[src/sv/rlfw_pkg.sv]
// Shared types and constants for the recursive lock with a FIFO wait queue.
`default_nettype none
package rlfw_pkg;

  // Sizing
  localparam int THREAD_COUNT = 16;
  localparam int WAIT_DEPTH   = 16;
  localparam int NEST_BITS    = 16;
  localparam int TID_W        = (THREAD_COUNT > 1) ? $clog2(THREAD_COUNT) : 1;
  localparam int FILL_W       = $clog2(WAIT_DEPTH + 1);

  // Field widths fixed by the interface
  localparam int ACTION_W = 2;
  localparam int STATUS_W = 4;

  typedef logic [TID_W-1:0]     tid_t;
  typedef logic [FILL_W-1:0]    fill_t;
  typedef logic [NEST_BITS-1:0] nest_t;

  typedef enum logic [ACTION_W-1:0] {
    ACT_ACQUIRE = 2'd0,
    ACT_TRY     = 2'd1,
    ACT_RELEASE = 2'd2
  } action_t;

  typedef enum logic [STATUS_W-1:0] {
    ST_GRANTED    = 4'd0,
    ST_NESTED     = 4'd1,
    ST_QUEUED     = 4'd2,
    ST_BUSY       = 4'd3,
    ST_PARTIAL    = 4'd4,
    ST_FREED      = 4'd5,
    ST_HANDED     = 4'd6,
    ST_NOT_OWNER  = 4'd7,
    ST_QUEUE_FULL = 4'd8,
    ST_NEST_OVF   = 4'd9
  } status_t;

  // Per-cell control: shift toward the head, or load the pushed id
  typedef struct packed {
    logic shift;
    logic load;
  } cell_ctrl_t;

  // Queue control from the lock controller
  typedef struct packed {
    logic  push;
    logic  pop;
    fill_t fill;
  } queue_ctrl_t;

endpackage
`default_nettype wire

[src/sv/recursive_lock_fifo_waiters_top.sv]
// Top level: recursive lock controller, wait-queue cell chain and result register.
// Recursive lock with a first-in first-out queue of blocked threads. Each request
// (acquire, try-acquire or release from a numbered thread) yields exactly one
// result carrying a status code, the woken waiter if the lock was handed over,
// the owner's nesting depth and the number of waiters. The controller decides
// against the owner, depth and fill registers in the cycle of the transfer, and
// the queue is a chain of cells that shifts one step toward the head on each
// handover, so a new request can be taken every cycle while the result register
// is not stalled. A single output register holds the result; a request is taken
// whenever that register is empty or being drained in the same cycle.
`default_nettype none
module recursive_lock_fifo_waiters_top (
  input  wire logic                            clk,
  input  wire logic                            rst_n,
  input  wire logic                            in_valid,
  output logic                                 in_stall,
  input  wire logic [rlfw_pkg::ACTION_W-1:0]   in_action,
  input  wire rlfw_pkg::tid_t                  in_thread_id,
  output logic                                 out_valid,
  input  wire logic                            out_stall,
  output logic [rlfw_pkg::STATUS_W-1:0]        out_status,
  output logic                                 out_woken_valid,
  output rlfw_pkg::tid_t                       out_woken_thread,
  output rlfw_pkg::nest_t                      out_nesting_depth,
  output rlfw_pkg::fill_t                      out_waiter_count
);
  import rlfw_pkg::*;

  // Lock state
  logic  owner_valid_r, owner_valid_nxt;
  tid_t  owner_id_r,    owner_id_nxt;
  nest_t nest_r,        nest_nxt;
  fill_t fill_r,        fill_nxt;

  // Result register
  logic    out_valid_r, out_valid_nxt;
  status_t status_r,    status_nxt;
  logic    woken_v_r,   woken_v_nxt;
  tid_t    woken_t_r,   woken_t_nxt;
  nest_t   depth_r,     depth_nxt;
  fill_t   count_r,     count_nxt;

  logic        in_xfer;
  logic        is_owner;
  status_t     status_c;
  logic        woken_v_c;
  tid_t        woken_t_c;
  queue_ctrl_t q_ctrl;
  tid_t        head_tid;

  assign in_stall = out_valid_r && out_stall;
  assign in_xfer  = in_valid && !in_stall;
  assign is_owner = owner_valid_r && (owner_id_r == in_thread_id);

  // Decide the request; a free lock is exactly one without an owner
  always_comb begin
    owner_valid_nxt = owner_valid_r;
    owner_id_nxt    = owner_id_r;
    nest_nxt        = nest_r;
    fill_nxt        = fill_r;
    status_c        = ST_BUSY;
    woken_v_c       = 1'b0;
    woken_t_c       = '0;
    q_ctrl.push     = 1'b0;
    q_ctrl.pop      = 1'b0;
    q_ctrl.fill     = fill_r;
    if (in_xfer) begin
      case (in_action)
        ACT_ACQUIRE, ACT_TRY: begin
          if (is_owner) begin
            if (nest_r == '1) begin
              status_c = ST_NEST_OVF;
            end else begin
              nest_nxt = nest_r + NEST_BITS'(1);
              status_c = ST_NESTED;
            end
          end else if (!owner_valid_r) begin
            owner_valid_nxt = 1'b1;
            owner_id_nxt    = in_thread_id;
            nest_nxt        = NEST_BITS'(1);
            status_c        = ST_GRANTED;
          end else if (in_action == ACT_TRY) begin
            status_c = ST_BUSY;
          end else if (fill_r >= FILL_W'(WAIT_DEPTH)) begin
            status_c = ST_QUEUE_FULL;
          end else begin
            q_ctrl.push = 1'b1;
            fill_nxt    = fill_r + FILL_W'(1);
            status_c    = ST_QUEUED;
          end
        end
        ACT_RELEASE: begin
          if (!is_owner) begin
            status_c = ST_NOT_OWNER;
          end else if (nest_r > NEST_BITS'(1)) begin
            nest_nxt = nest_r - NEST_BITS'(1);
            status_c = ST_PARTIAL;
          end else if (fill_r != '0) begin
            q_ctrl.pop   = 1'b1;
            fill_nxt     = fill_r - FILL_W'(1);
            woken_v_c    = 1'b1;
            woken_t_c    = head_tid;
            owner_id_nxt = head_tid;
            nest_nxt     = NEST_BITS'(1);
            status_c     = ST_HANDED;
          end else begin
            owner_valid_nxt = 1'b0;
            owner_id_nxt    = '0;
            nest_nxt        = '0;
            status_c        = ST_FREED;
          end
        end
        default: begin
          status_c = ST_BUSY;
        end
      endcase
    end
  end

  rlfw_queue u_queue (
    .clk      (clk),
    .ctrl     (q_ctrl),
    .push_tid (in_thread_id),
    .head_tid (head_tid)
  );

  // Load the result on a transfer, hold it while stalled, drop it once taken
  always_comb begin
    status_nxt  = status_r;
    woken_v_nxt = woken_v_r;
    woken_t_nxt = woken_t_r;
    depth_nxt   = depth_r;
    count_nxt   = count_r;
    if (in_xfer) begin
      out_valid_nxt = 1'b1;
      status_nxt    = status_c;
      woken_v_nxt   = woken_v_c;
      woken_t_nxt   = woken_t_c;
      depth_nxt     = nest_nxt;
      count_nxt     = fill_nxt;
    end else begin
      out_valid_nxt = out_valid_r && out_stall;
    end
  end

  // Control state
  always_ff @(posedge clk) begin
    if (!rst_n) begin
      owner_valid_r <= 1'b0;
      owner_id_r    <= '0;
      nest_r        <= '0;
      fill_r        <= '0;
      out_valid_r   <= 1'b0;
    end else begin
      owner_valid_r <= owner_valid_nxt;
      owner_id_r    <= owner_id_nxt;
      nest_r        <= nest_nxt;
      fill_r        <= fill_nxt;
      out_valid_r   <= out_valid_nxt;
    end
  end

  // Result payload
  always_ff @(posedge clk) begin
    status_r  <= status_nxt;
    woken_v_r <= woken_v_nxt;
    woken_t_r <= woken_t_nxt;
    depth_r   <= depth_nxt;
    count_r   <= count_nxt;
  end

  assign out_valid         = out_valid_r;
  assign out_status        = status_r;
  assign out_woken_valid   = woken_v_r;
  assign out_woken_thread  = woken_t_r;
  assign out_nesting_depth = depth_r;
  assign out_waiter_count  = count_r;

endmodule
`default_nettype wire

[src/sv/rlfw_cell.sv]
// One wait-queue cell: holds a thread id, takes its neighbor's on a pop.
`default_nettype none
module rlfw_cell (
  input  wire logic                clk,
  input  wire rlfw_pkg::cell_ctrl_t ctrl,
  input  wire rlfw_pkg::tid_t      push_tid,
  input  wire rlfw_pkg::tid_t      nbr_tid,
  output rlfw_pkg::tid_t           tid
);
  import rlfw_pkg::*;

  tid_t tid_r;
  tid_t tid_nxt;

  // Advance from the neighbor on a pop, load the new waiter on a push
  always_comb begin
    tid_nxt = tid_r;
    if (ctrl.shift) begin
      tid_nxt = nbr_tid;
    end else if (ctrl.load) begin
      tid_nxt = push_tid;
    end
  end

  always_ff @(posedge clk) begin
    tid_r <= tid_nxt;
  end

  assign tid = tid_r;

endmodule
`default_nettype wire

[src/sv/rlfw_queue.sv]
// Wait queue built as a chain of cells; cell zero is always the oldest waiter.
`default_nettype none
module rlfw_queue (
  input  wire logic                 clk,
  input  wire rlfw_pkg::queue_ctrl_t ctrl,
  input  wire rlfw_pkg::tid_t       push_tid,
  output rlfw_pkg::tid_t            head_tid
);
  import rlfw_pkg::*;

  tid_t       cell_tid [WAIT_DEPTH];
  tid_t       nbr_tid  [WAIT_DEPTH];
  cell_ctrl_t cell_ctrl[WAIT_DEPTH];

  for (genvar i = 0; i < WAIT_DEPTH; i++) begin : g_cell
    // Feed each cell from its tail-side neighbor; the last cell takes zero
    if (i == WAIT_DEPTH - 1) begin : g_last
      assign nbr_tid[i] = '0;
    end else begin : g_mid
      assign nbr_tid[i] = cell_tid[i+1];
    end

    // Push lands in the first empty cell, which is the one at the fill count
    assign cell_ctrl[i].shift = ctrl.pop;
    assign cell_ctrl[i].load  = ctrl.push && (ctrl.fill == FILL_W'(i));

    rlfw_cell u_cell (
      .clk      (clk),
      .ctrl     (cell_ctrl[i]),
      .push_tid (push_tid),
      .nbr_tid  (nbr_tid[i]),
      .tid      (cell_tid[i])
    );
  end

  assign head_tid = cell_tid[0];

endmodule
`default_nettype wire
[config.mk]
export PLATFORM = sky130hd
export DESIGN_NAME = recursive_lock_fifo_waiters_top
export DESIGN_NICKNAME = d
export VERILOG_FILES = /design/src/sv/rlfw_pkg.sv /design/src/sv/recursive_lock_fifo_waiters_top.sv /design/src/sv/rlfw_cell.sv /design/src/sv/rlfw_queue.sv
export SDC_FILE = /design/constraint.sdc
export NUM_CORES = 1
export LEC_CHECK = 0
export ABC_AREA = 1
export BUFFER_PORTS_ARGS = -buffer_cell sky130_fd_sc_hd__buf_2
export CAP_MARGIN = 20
export CORE_ASPECT_RATIO = 1.75
export CORE_MARGIN = 4
export CORE_UTILIZATION = 55
export DETAILED_ROUTE_END_ITERATION = 8
export PLACE_DENSITY = 0.8
export SLEW_MARGIN = 10
export SYNTH_ARGS = -nofsm -noshare
export SYNTH_HDL_FRONTEND = slang
export SYNTH_SLANG_ARGS = --single-unit
[constraint.sdc]
create_clock -name clk -period 2.6 [get_ports clk]
set_input_delay 0.26 -clock clk [delete_from_list [all_inputs] [get_ports clk]]
set_output_delay 0.26 -clock clk [all_outputs]
set_load 0.03 [all_outputs]
Yosys cells after proc, flatten, opt, wreduce, memory -nomap -nowiden
Index checks and enable logic that the tools add are counted.
- logic and storage cells: 179
- register bits after elaboration: 121
- output and inout bits: 32
- bits of input ports: 10
- $add $sub $neg: 4
- equal/unequal tests: 24
- bitwise logic cells: 2
- multiplexer cells: 78
- order comparisons: 2
- reduce and logical (&&, ||, !) cells: 43
- operators with widths (operator ; count):
    $mux 4 ; 40
    $mux 16 ; 6
    $eq 5x4->1 const B ; 8
    $mux 5 ; 8
    $pmux 16 s2 ; 1
    $reduce_bool 2->1 ; 16
    $eq 5x3->1 const B ; 4
    $logic_and 1x1->1 ; 19
    $add 16x1->16 const B ; 1
    $eq 16x16->1 const B ; 1
    $gt 16x1->1 const B ; 1
    $pmux 4 s2 ; 2
    $sub 16x1->16 const B ; 1
    $mux 1 ; 15
    $reduce_and 6->1 ; 2
    $eq 5x2->1 const B ; 2
    $ne 2x2->1 const B ; 5
    $pmux 5 s2 ; 1
    $mux 2 ; 4
    $add 5x1->5 const B ; 1
    $eq 5x1->1 const B ; 1
    $ge 5x5->1 const B ; 1
    $logic_not 5->1 ; 1
    $reduce_bool 5->1 ; 1
    other kinds (10) ; 11

Logic depth before layout (Yosys ltp)
Gate-level depths: netlist of run 1.
- word-level depth: 10
- mapped depth: 14
- depth with buffers taken out: 13

Cells and area by module
Synthesis of run 1 repeated with hierarchy kept, for this count alone.
- cell total of the unflattened synthesis: 941
- area total of the unflattened synthesis: 7123.1 um^2
- by module, submodules not included (module ; cells an instance ; instances ; sequential area each (um^2) ; area each (um^2)):
    recursive_lock_fifo_waiters_top ; 617 ; 1 ; 1441.4 ; 4177.8
    rlfw_cell ; 18 ; 16 ; 120.1 ; 175.2
    rlfw_queue ; 36 ; 1 ; 0.0 ; 142.6

Least setup slack after synthesis of run 1
No wires, ideal clock.
- path kind: flip-flop to flip-flop
- from: register out_valid_r, in the netlist out_valid
- to: register depth_r[0], in the netlist out_nesting_depth[0] (enable)
- stages on the path, launching flop included: 6
- buffers on the path: 2
- library setup time: 0.406 ns
- period minus slack after synthesis: 2.409 ns
- required time: 2.194 ns
- path slack: 0.191 ns
- arrival: 2.003 ns
- cells stage by stage: dfxtp_1 nand2_1 inv_2 nor2_1 buf_2 clkbuf_1
- word-level cells in the longest chain between the ends: 3
- RTL lines (what ; RTL line ; source):
    start, declared ; recursive_lock_fifo_waiters_top.sv:36 ; logic out_valid_r, out_valid_nxt;
    start signal, assigned ; recursive_lock_fifo_waiters_top.sv:159 ; out_valid_r <= out_valid_nxt;
    $logic_and 1x1->1 ; recursive_lock_fifo_waiters_top.sv:51 ; assign in_stall = out_valid_r && out_stall;
    net in_stall ; recursive_lock_fifo_waiters_top.sv:16 ; output logic in_stall,
    $logic_not 1->1 ; recursive_lock_fifo_waiters_top.sv:52 ; assign in_xfer = in_valid && !in_stall;
    $logic_and 1x1->1 ; recursive_lock_fifo_waiters_top.sv:52 ;
    net in_xfer ; recursive_lock_fifo_waiters_top.sv:43 ; logic in_xfer;
    end signal, assigned ; recursive_lock_fifo_waiters_top.sv:168 ; depth_r <= depth_nxt;
    end, declared ; recursive_lock_fifo_waiters_top.sv:40 ; nest_t depth_r, depth_nxt;
The timed path passes the listed nets, and every way through them passes these cells.
A chain may end at the register's enable or synchronous reset.

Worst setup path after layout of run 1
- from: register nest_r[13]
- to: register u_queue.g_cell[4].u_cell.tid_r[2], data pin
- word-level cells in the longest chain between the ends: 6
- RTL lines (what ; RTL line ; source):
    start, declared ; recursive_lock_fifo_waiters_top.sv:32 ; nest_t nest_r, nest_nxt;
    start signal, assigned ; recursive_lock_fifo_waiters_top.sv:157 ; nest_r <= nest_nxt;
    $gt 16x1->1 ; recursive_lock_fifo_waiters_top.sv:95 ; end else if (nest_r > NEST_BITS'(1)) begin
    $mux 1 ; recursive_lock_fifo_waiters_top.sv:95 ;
    $mux 1 ; recursive_lock_fifo_waiters_top.sv:93 ; if (!is_owner) begin
    $mux 1 ; recursive_lock_fifo_waiters_top.sv:68 ; case (in_action)
    $mux 2 ; recursive_lock_fifo_waiters_top.sv:67 ; if (in_xfer) begin
    $mux 4 ; rlfw_cell.sv:18 ; if (ctrl.shift) begin
    net u_queue.g_cell[4].u_cell.tid_nxt[2] ; rlfw_cell.sv:13 ; tid_t tid_nxt;
    end signal, assigned ; rlfw_cell.sv:26 ; tid_r <= tid_nxt;
    end, declared ; rlfw_cell.sv:12 ; tid_t tid_r;
The timed path passes the listed nets, and every way through them passes these cells.

==> results of run 1 <==
==> power by group <==
| group | total (W) | leakage [nW] | internal, W | switching [W] |
|---|---|---|---|---|
| Combinational | 0.000591 | 2.01 | 0.000162 | 0.000429 |
| Clock | 0.00246 | 0.297 | 0.00153 | 0.000937 |
| Sequential | 0.00218 | 1.09 | 0.00213 | 0.0000434 |
==> routing by layer <==
| metal | GRT usage (%) | share of wire (%) |
|---|---|---|
| met1 | 27.3 | 34 |
| met2 | 49.8 | 56 |
| met3 | 6.28 | 5.6 |
| met4 | 14.8 | 4.6 |
| met5 | 0 | 0 |
==> registers in the layout, summed over array words and instances, names as in the netlist, 4 cells and up <==
register                   count
out_nesting_depth             16
out_woken_thread               4
out_status                     4
fill_r                         5
out_waiter_count               5
owner_id_r                     4
u_queue.g_cell.u_cell.tid     64
nest_r                        16
==> per-stage QoR <==
step	total power [W]	cell area, sq um	hold WS, ns
6_report	0.00523	7830	0.124
5_1_grt	0.00542	7830	0.118
4_1_cts	0.00524	7830	0.107
3_5_place_dp	0.00279	7210	0.458
3_3_place_gp	0.00278	7210	0.453
2_1_floorplan	0.00263	6760	0.381
==> critical path, cell delays in order (launching register included) <==
cell     delay, ns
dfxtp_1       0.31
nor2_1        0.35
o21ai_1       0.20
nor2_4        0.14
nand3_2       0.12
nor2_4        0.16
nand2_4       0.11
nor2_8        0.13
nand2_4       0.16
nand2_2       0.32
nand2_1       0.12
==> path summary, 6_finish.rpt <==
| path | start | to | slack (ns) |
|---|---|---|---|
| setup / recovery | nest_r[13]$_SDFF_PN0_ | u_queue.g_cell[4].u_cell.tid[2]$_DFFE_PP_ | 0.20 |
| hold reg to reg | owner_id_r[2]$_SDFFE_PN0P_ | owner_id_r[2]$_SDFFE_PN0P_ | 0.47 |
| setup reg to reg | nest_r[13]$_SDFF_PN0_ | u_queue.g_cell[4].u_cell.tid[2]$_DFFE_PP_ | 0.20 |
| hold / removal | rst_n | owner_valid_r$_SDFFE_PN0P_ | 0.12 |
==> synth_stat cells (all sizes together) <==
| library cell | instances |
|---|---|
| nand2 | 254 |
| nand3 | 157 |
| edfxtp | 90 |
| nor2 | 66 |
| inv | 65 |
| o21ai | 45 |
| buf | 33 |
| dfxtp | 31 |
| a21oi | 28 |
| clkbuf | 19 |
| xor2 | 16 |
| nand4 | 12 |
| ha | 9 |
| nor3 | 7 |
| o211ai | 4 |
| o22ai | 4 |
| o41ai | 4 |
| clkinv | 2 |
| nor4 | 1 |
==> cell families (layout without fill, tap and decap cells) <==
kind of cell | after synthesis | after routing
adders and majority gates | 9 | 9
AOI/OAI and AO/OA | 85 | 85
DFF | 121 | 121
and+or+nand+nor | 497 | 497
buffers and inverters | 119 | 178
xor gates and xnor gates | 16 | 16
==> final cells by class <==
cell class,count,area (sq um)
Tap cell,165,206
Timing Repair Buffer,79,503
Inverter,67,251
Fill cell,1007,4170
Clock inverter,15,191
Sequential cell,121,3320
Clock buffer,17,425
Multi-Input combinational cell,607,2930
==> results.json, run 1 <==
{
  "setup_violations": 0,
  "vias_per_cell": 5.66,
  "tightest_slew_ns": 0.896,
  "netlist_area_sq_um": 6760,
  "synthMuxAreaShare_pct": 0,
  "synthToLayoutAreaGrowth_pct": 15.9,
  "finalHoldViolations": 0,
  "synth_cell_type_count": 32,
  "antenna_cells_inserted": 0,
  "start_util_pct": 56.3,
  "netlist_instances": 847,
  "drive_gt1_share_pct": 15.9,
  "max_freq_ghz": 0.417,
  "vdd_drop_max_mv": 0.530,
  "clkTransAtPathRegs_ns": 0.06,
  "crit_arrival_ns": 2.54,
  "maxCapViolCount": 0,
  "skew_ns": 0.00884,
  "yosys.area_share.adder_pct": 1.67,
  "critPathCaptureType": "flop",
  "synth_top_area_share_pct": 40.0,
  "hold_buffers": 0,
  "final_cell_mix": "nand2_1 (246), nand3_1 (156), edfxtp_1 (90), inv_1 (55), nor2_1 (55)",
  "vias": 6057,
  "leakage_nw": 3.40,
  "cts_buffer_depth": 2,
  "synth_compound_area_share_pct": 6.74,
  "numPlacedInstances": 1039,
  "ant_nets": 0,
  "cp-start-kind": "flop",
  "place.gp.congestion": 0.967,
  "drt-wirelength-per-cell_um": 17.1,
  "syn_nets": 866,
  "seq_area_frac_synth_pct": 49.2,
  "synth_top_family_by_area": "simple AND/OR/NAND/NOR gates",
  "cp_max_fo": 24,
  "ys_warn_count": 0,
  "required_ns": 2.75,
  "grt.overflow.total": 0,
  "core-area_sq_um": 12000,
  "num_rows": 53,
  "fin_util_pct": 65.2,
  "synth_xor_area_share_pct": 2.07,
  "io_pins": 42,
  "ys_ff_latch": 121,
  "fin_cells": 1071,
  "dieArea_sq_um": 14200,
  "worst_slack_ns": 0.204,
  "period_needed_ns": 2.40,
  "clk-insertion-delay-late_ns": 0.42,
  "p_per_area_nw_per_um2": 668,
  "nets": 912,
  "dr.pass1.iters": 6,
  "portBuffers": 41,
  "pre_cts_ws_ns": 0.267,
  "r2r_cells": 10,
  "die_y_um": 155,
  "grt_max_degree": 86,
  "grt_pass1_wl_mm": 29.8,
  "slew_violations": 0,
  "cts_buffers": 17,
  "synth-simple-area-share_pct": 32.8,
  "cts_tree": "yes",
  "postCtsSetupBuffers": 0,
  "path_class": "flop to flop",
  "track_usage_pct": 26.9,
  "fin_crit_sh_pct": 92.2,
  "maxSlewHeadroom_pct": 40.3,
  "grt_antenna_before_repair": 0,
  "synth_area_per_cell_sq_um": 7.98,
  "clock_tree.root_cell": "clkbuf_16",
  "netlist_top_cells_area": "edfxtp_1 (40%), nand2_1 (14%), nand3_1 (12%)",
  "post-dp-hpwl_mm": 12.6,
  "die_w_um": 91.8,
  "synth_top_area_cell": "edfxtp_1",
  "cts.sinks": 121,
  "grt_pass1_vias": 5939,
  "rsz0062_at_grt": "no",
  "drtIter0Drc": 465,
  "final_common_cell": "nand2_1",
  "htreeDepth": 4,
  "drc_errors": 0,
  "routed_wirelength_mm": 18.3,
  "ctsResizeCount": 0,
  "hold_path_class": "input port to flop",
  "run_status": "finished clean",
  "tns_ns": 0,
  "whs_path_depth": 3
}
No activity file was read; power rests on OpenSTA's default activity.
==> inputs of run 2 (changes only) <==
- SYNTH_HIERARCHICAL: unset -> 1
==> run 2 against run 1 <==
Total power decreased by 1.8%. Die area is 5.0% higher. Worst setup slack improved by 0.049 ns. Cell count grew 11%. Clock skew is 0.0028 ns higher. Combinational power grew 20%. Largest cell class unchanged. Largest power group is now sequential cells.
==> results.json, run 2 <==
{
  "synth-edff-count": 94,
  "fin_crit_sh_pct": 90.3,
  "core-area_sq_um": 12600,
  "skew_ns": 0.0117,
  "period_needed_ns": 2.35,
  "htreeDepth": 4,
  "die_w_um": 94.0,
  "grt_pass1_vias": 6384,
  "cts.sinks": 121,
  "fin_cells": 1186,
  "synth_compound_area_share_pct": 4.78,
  "cp-start-kind": "flop",
  "vdd_drop_max_mv": 0.487,
  "ys_warn_count": 6,
  "cts_tree": "yes",
  "synth_xor_area_share_pct": 2.09,
  "drive_gt1_share_pct": 16.8,
  "final_common_cell": "nand2_1",
  "cts_buffers": 17,
  "synth_top_area_cell": "edfxtp_1",
  "drc_errors": 0,
  "synthMuxAreaShare_pct": 0,
  "slew_violations": 0,
  "clk-insertion-delay-late_ns": 0.42,
  "maxSlewHeadroom_pct": 62.0,
  "grt_antenna_before_repair": 0,
  "synth_top_family_by_area": "simple AND/OR/NAND/NOR gates",
  "grt_max_degree": 61,
  "final_cell_mix": "nand2_1 (372), edfxtp_1 (94), nand3_1 (86), inv_1 (76), nor2_1 (75)",
  "clock_tree.root_cell": "clkbuf_16",
  "num_rows": 54,
  "async_flop_share_pct": 0,
  "cts_buffer_depth": 2,
  "critPathCaptureType": "flop",
  "leakage_nw": 3.74,
  "vias_per_cell": 5.46,
  "netlist_instances": 941,
  "p_per_area_nw_per_um2": 624,
  "finalHoldViolations": 0,
  "drt-wirelength-per-cell_um": 16.0,
  "netlist_area_sq_um": 7120,
  "antenna_cells_inserted": 0,
  "nets": 1021,
  "required_ns": 2.71,
  "maxCapViolCount": 0,
  "rsz0062_at_grt": "no",
  "yosys-top-cells-count": "nand2_1 (373), edfxtp_1 (94), nand3_1 (86), inv_1 (79), nor2_1 (76)",
  "crit_arrival_ns": 2.46,
  "yosysMostFrequentCell": "nand2_1",
  "seq_area_frac_synth_pct": 47.2,
  "start_util_pct": 56.7,
  "regArea_sq_um": 3370,
  "hold_path_class": "input port to flop",
  "synth_top_area_share_pct": 39.6,
  "grt_pass1_wl_mm": 30.0,
  "cp_max_fo": 36,
  "synthToLayoutAreaGrowth_pct": 15.6,
  "path_class": "flop to flop",
  "grt.overflow.total": 0,
  "ant_nets": 0,
  "yosys.area_share.adder_pct": 1.05,
  "num-fill-cells": 1057,
  "dieArea_sq_um": 14900,
  "track_usage_pct": 26.5,
  "multi_input_area_sq_um": 3220,
  "portBuffers": 41,
  "postLayoutCellArea_sq_um": 8230,
  "synth_area_per_cell_sq_um": 7.57,
  "ys_ff_latch": 121,
  "max_freq_ghz": 0.426,
  "die_y_um": 159,
  "drtIter0Drc": 482,
  "dr.pass1.iters": 6,
  "synth-simple-area-share_pct": 36.8,
  "post-dp-hpwl_mm": 13.3,
  "vias": 6474,
  "postPlaceCellArea_sq_um": 7650,
  "numPlacedInstances": 1152,
  "synth-main-ff-cell": "edfxtp_1",
  "clkTransAtPathRegs_ns": 0.06,
  "routed_wirelength_mm": 18.9,
  "tightest_slew_ns": 0.569,
  "setup_violations": 0,
  "synth_cell_type_count": 41,
  "place.gp.congestion": 0.996,
  "io_pins": 42,
  "run_status": "finished clean",
  "hold_buffers": 0,
  "netlist_top_cells_area": "edfxtp_1 (40%), nand2_1 (20%), dfxtp_1 (7.6%)",
  "largest_reg_flops": 64
}
run 2: cell families (layout without fill, tap and decap cells):
kind of cell	after synthesis	count (layout)
DFF	121	121
buffers and inverters	134	208
AOI/OAI and AO/OA	61	61
other	1	4
xor gates and xnor gates	17	17
and+or+nand+nor	601	601
adders and majority gates	6	6
run 2: worst max-delay path, cell delays in order, from the launching register on:
cell and delay [ns]:
dfxtp_1 0.39, inv_2 0.13, ha_2 0.22, o21ai_1 0.12
nor2_1 0.12, nand3b_1 0.10, nor2_2 0.14, nand2_1 0.15
nor2_4 0.20, buf_12 0.22, or2_1 0.23
run 2: what timing repair did:
action | in CTS | in global routing
setup buffers | 0 | 1
endpoints found under the setup margin | 0 | 25
gates resized for setup | 0 | 1
run 2: per-layer routing:
layer / up-vias / wire length (um) / global-route usage, %
li1: 3129 / - / -
met1: 2951 / 6470 / 26.3
met2: 302 / 10000 / 47.7
met3: 92 / 1110 / 5.67
met4: 0 / 1310 / 19.8
met5: - / 0 / 0
run 2: final cells by class:
cell class,instances,share of cell area (%)
Clock inverter,14,1.50
Tap cell,168,2.55
Clock buffer,18,5.21
Multi-Input combinational cell,689,39.1
Inverter,106,4.92
Sequential cell,121,40.9
Timing Repair Buffer,70,5.81
run 2: worst paths after layout:
path,to,depth (start not counted),slack (ns),from
max reg2reg,u_queue/g_cell[14].u_cell/tid[0]$_DFFE_PP_,10,0.25,nest_r[0]$_SDFF_PN0_
max,u_queue/g_cell[14].u_cell/tid[0]$_DFFE_PP_,10,0.25,nest_r[0]$_SDFF_PN0_
min,out_valid$_SDFF_PN0_,3,0.14,out_stall
min reg2reg,owner_id_r[0]$_SDFFE_PN0P_,2,0.46,owner_id_r[0]$_SDFFE_PN0P_
run 2: where the power goes:
group          internal, W  switching (W)
combinational     0.000211       0.000499
clock              0.00132       0.000895
sequential         0.00216      0.0000592
total              0.00368        0.00145
run 2: per-stage QoR:
stage	power, W	setup slack, ns	hold WS, ns	TNS (ns)	util, %
3_3_place_gp	0.00294	0.267	0.444	0	60.8
2_1_floorplan	0.00274	-0.327	0.398	-35.39	-
4_1_cts	0.00515	0.185	0.118	0	65.2
5_1_grt	0.00534	0.0582	0.131	0	65.5
6_report	0.00514	0.253	0.137	0	65.5
3_5_place_dp	0.00295	0.200	0.449	0	60.8
==> inputs of run 3 (changes only) <==
- CORE_UTILIZATION: 55 -> 45
- PLACE_DENSITY: 0.8 -> 0.69
==> run 3 against run 2 <==
Utilization fell by 12 points. Critical path depth did not move. Maximum frequency fell by 1.7%. Clock skew rose by 0.0019 ns. Worst setup slack got worse by 0.041 ns. Critical endpoint is now u_queue/g_cell[4].u_cell/tid[3]$_DFFE_PP_. Die area rose by 21%. Routed wire length rose by 3.1%.
==> results.json, run 3 (synthesized netlist as in run 2, its figures left out) <==
{
  "run_status": "finished clean",
  "grt.overflow.total": 0,
  "power.internal_w": 0.00380,
  "ctsResizeCount": 0,
  "die_y_um": 174,
  "crit_arrival_ns": 2.50,
  "slew_violations": 0,
  "required_ns": 2.71,
  "num_rows": 60,
  "tns_ns": 0,
  "core-area_sq_um": 15500,
  "critPathCaptureType": "flop",
  "maxSlewHeadroom_pct": 53.8,
  "hold_buffers": 0,
  "grt_max_degree": 97,
  "vias": 6423,
  "post-dp-hpwl_mm": 13.7,
  "setup_violations": 0,
  "hold_path_class": "input port to flop",
  "io_pins": 42,
  "cp_max_fo": 48,
  "drtIter0Drc": 381,
  "clkPwrFrac_pct": 44.8,
  "clkTransAtPathRegs_ns": 0.06,
  "dieArea_sq_um": 18000,
  "dr.pass1.iters": 6,
  "combPwrFrac_pct": 13.6,
  "pre_cts_ws_ns": 0.189,
  "skew_ns": 0.0135,
  "die_w_um": 103,
  "num-fill-cells": 1462,
  "maxCapViolCount": 0,
  "cts_tree": "yes",
  "swShare_pct": 28.4,
  "drt-wirelength-per-cell_um": 16.2,
  "period_needed_ns": 2.39,
  "routed_wirelength_mm": 19.5,
  "worst_slack_ns": 0.212,
  "seqPwrFrac_pct": 41.6,
  "cts_buffers": 17,
  "cts_buffer_depth": 2,
  "rsz0062_at_grt": "no",
  "ant_nets": 0,
  "clk-insertion-delay-late_ns": 0.42,
  "final_cell_mix": "nand2_1 (372), edfxtp_1 (94), nand3_1 (86), inv_1 (76), nor2_1 (75)",
  "place.gp.congestion": 0.996,
  "track_usage_pct": 22.7,
  "leakage_nw": 3.76,
  "synthToLayoutAreaGrowth_pct": 16.2,
  "antenna_cells_inserted": 0,
  "start_util_pct": 46.1,
  "grt_pass1_vias": 6678,
  "p_per_area_nw_per_um2": 641,
  "fin_crit_sh_pct": 91.9,
  "portBuffers": 41,
  "drc_errors": 0,
  "path_class": "flop to flop",
  "cts.sinks": 121,
  "grt_antenna_before_repair": 0,
  "htreeDepth": 4,
  "final_common_cell": "nand2_1",
  "grt_pass1_wl_mm": 31.6,
  "vdd_drop_max_mv": 0.341,
  "nets": 1024,
  "p_switching_w": 0.00150,
  "cp-start-kind": "flop",
  "tightest_slew_ns": 0.693,
  "clock_tree.root_cell": "clkbuf_16",
  "vias_per_cell": 5.32,
  "postCtsSetupBuffers": 0,
  "finalHoldViolations": 0,
  "drive_gt1_share_pct": 17.1,
  "max_freq_ghz": 0.419,
  "largest_reg_flops": 64
}
-- run 3: cell count changes in the layout (fill, tap and decap cells not counted), sizes merged --
| cell | before | now |
|---|---|---|
| buf | 69 | 72 |
| clkinvlp | 2 | 5 |
| bufinv | 1 | 2 |
| clkbuf | 19 | 18 |
| clkinv | 8 | 2 |
| inv | 109 | 112 |
-- run 3: worst max-delay path: stages (launching register included) --
cell and delay (ns):
dfxtp_1 0.40, inv_2 0.15, ha_2 0.23, o21ai_1 0.11, nor2_1 0.11, nand3b_1 0.10
nor2_2 0.12, nand2_1 0.14, nor2_4 0.19, clkbuf_16 0.28, or2_1 0.23
-- run 3: metal layers --
| metal | vias up | global-route usage, % | share of wire [%] |
|---|---|---|---|
| met3 | 99 | 3.57 | 4.8 |
| met1 | 2935 | 23.0 | 34 |
| li1 | 3138 | - | - |
| met2 | 251 | 40.6 | 55 |
| met5 | - | 0 | 0 |
| met4 | 0 | 15.9 | 6.8 |
-- run 3: per-stage QoR --
stage | hold slack, ns | utilization [%] | instance area, sq um | cells | power (W)
after detailed placement | 0.456 | 49.6 | 7670 | 1174 | 0.00296
after global placement | 0.446 | 49.6 | 7670 | 1174 | 0.00295
after floorplan | 0.398 | - | 7160 | 944 | 0.00274
after CTS | 0.111 | 53.4 | 8260 | 1206 | 0.00533
final | 0.118 | 53.5 | 8280 | 1207 | 0.00530
after global routing | 0.137 | 53.5 | 8280 | 1207 | 0.00551
-- run 3: layout make-up --
cell class	instances	area (sq um)	share of cell area, %
sequential	121	3370	40.7
inverter	106	405	4.90
multi-input combinational	689	3220	38.9
clock inverter	15	165	1.99
tap	186	233	2.81
clock buffer	17	425	5.14
timing repair buffer	73	467	5.64
-- run 3: worst paths after layout --
check / startpoint / to / slack, ns / cells past startpoint
setup reg to reg: nest_r[0]$_SDFF_PN0_ / u_queue/g_cell[4].u_cell/tid[3]$_DFFE_PP_ / 0.21 / 10
setup / recovery: nest_r[0]$_SDFF_PN0_ / u_queue/g_cell[4].u_cell/tid[3]$_DFFE_PP_ / 0.21 / 10
hold / removal: rst_n / owner_id_r[3]$_SDFFE_PN0P_ / 0.12 / 3
hold reg to reg: owner_id_r[0]$_SDFFE_PN0P_ / owner_id_r[0]$_SDFFE_PN0P_ / 0.46 / 2
-- run 3: power by group through the flow --
stage | Combinational [W] | Sequential, W | Clock (W)
6_report | 0.000722 | 0.00221 | 0.00237
2_1_floorplan | 0.000448 | 0.00230 | 0
3_5_place_dp | 0.000716 | 0.00225 | 0
5_1_grt | 0.000807 | 0.00221 | 0.00249
3_3_place_gp | 0.000708 | 0.00225 | 0
4_1_cts | 0.000718 | 0.00221 | 0.00241
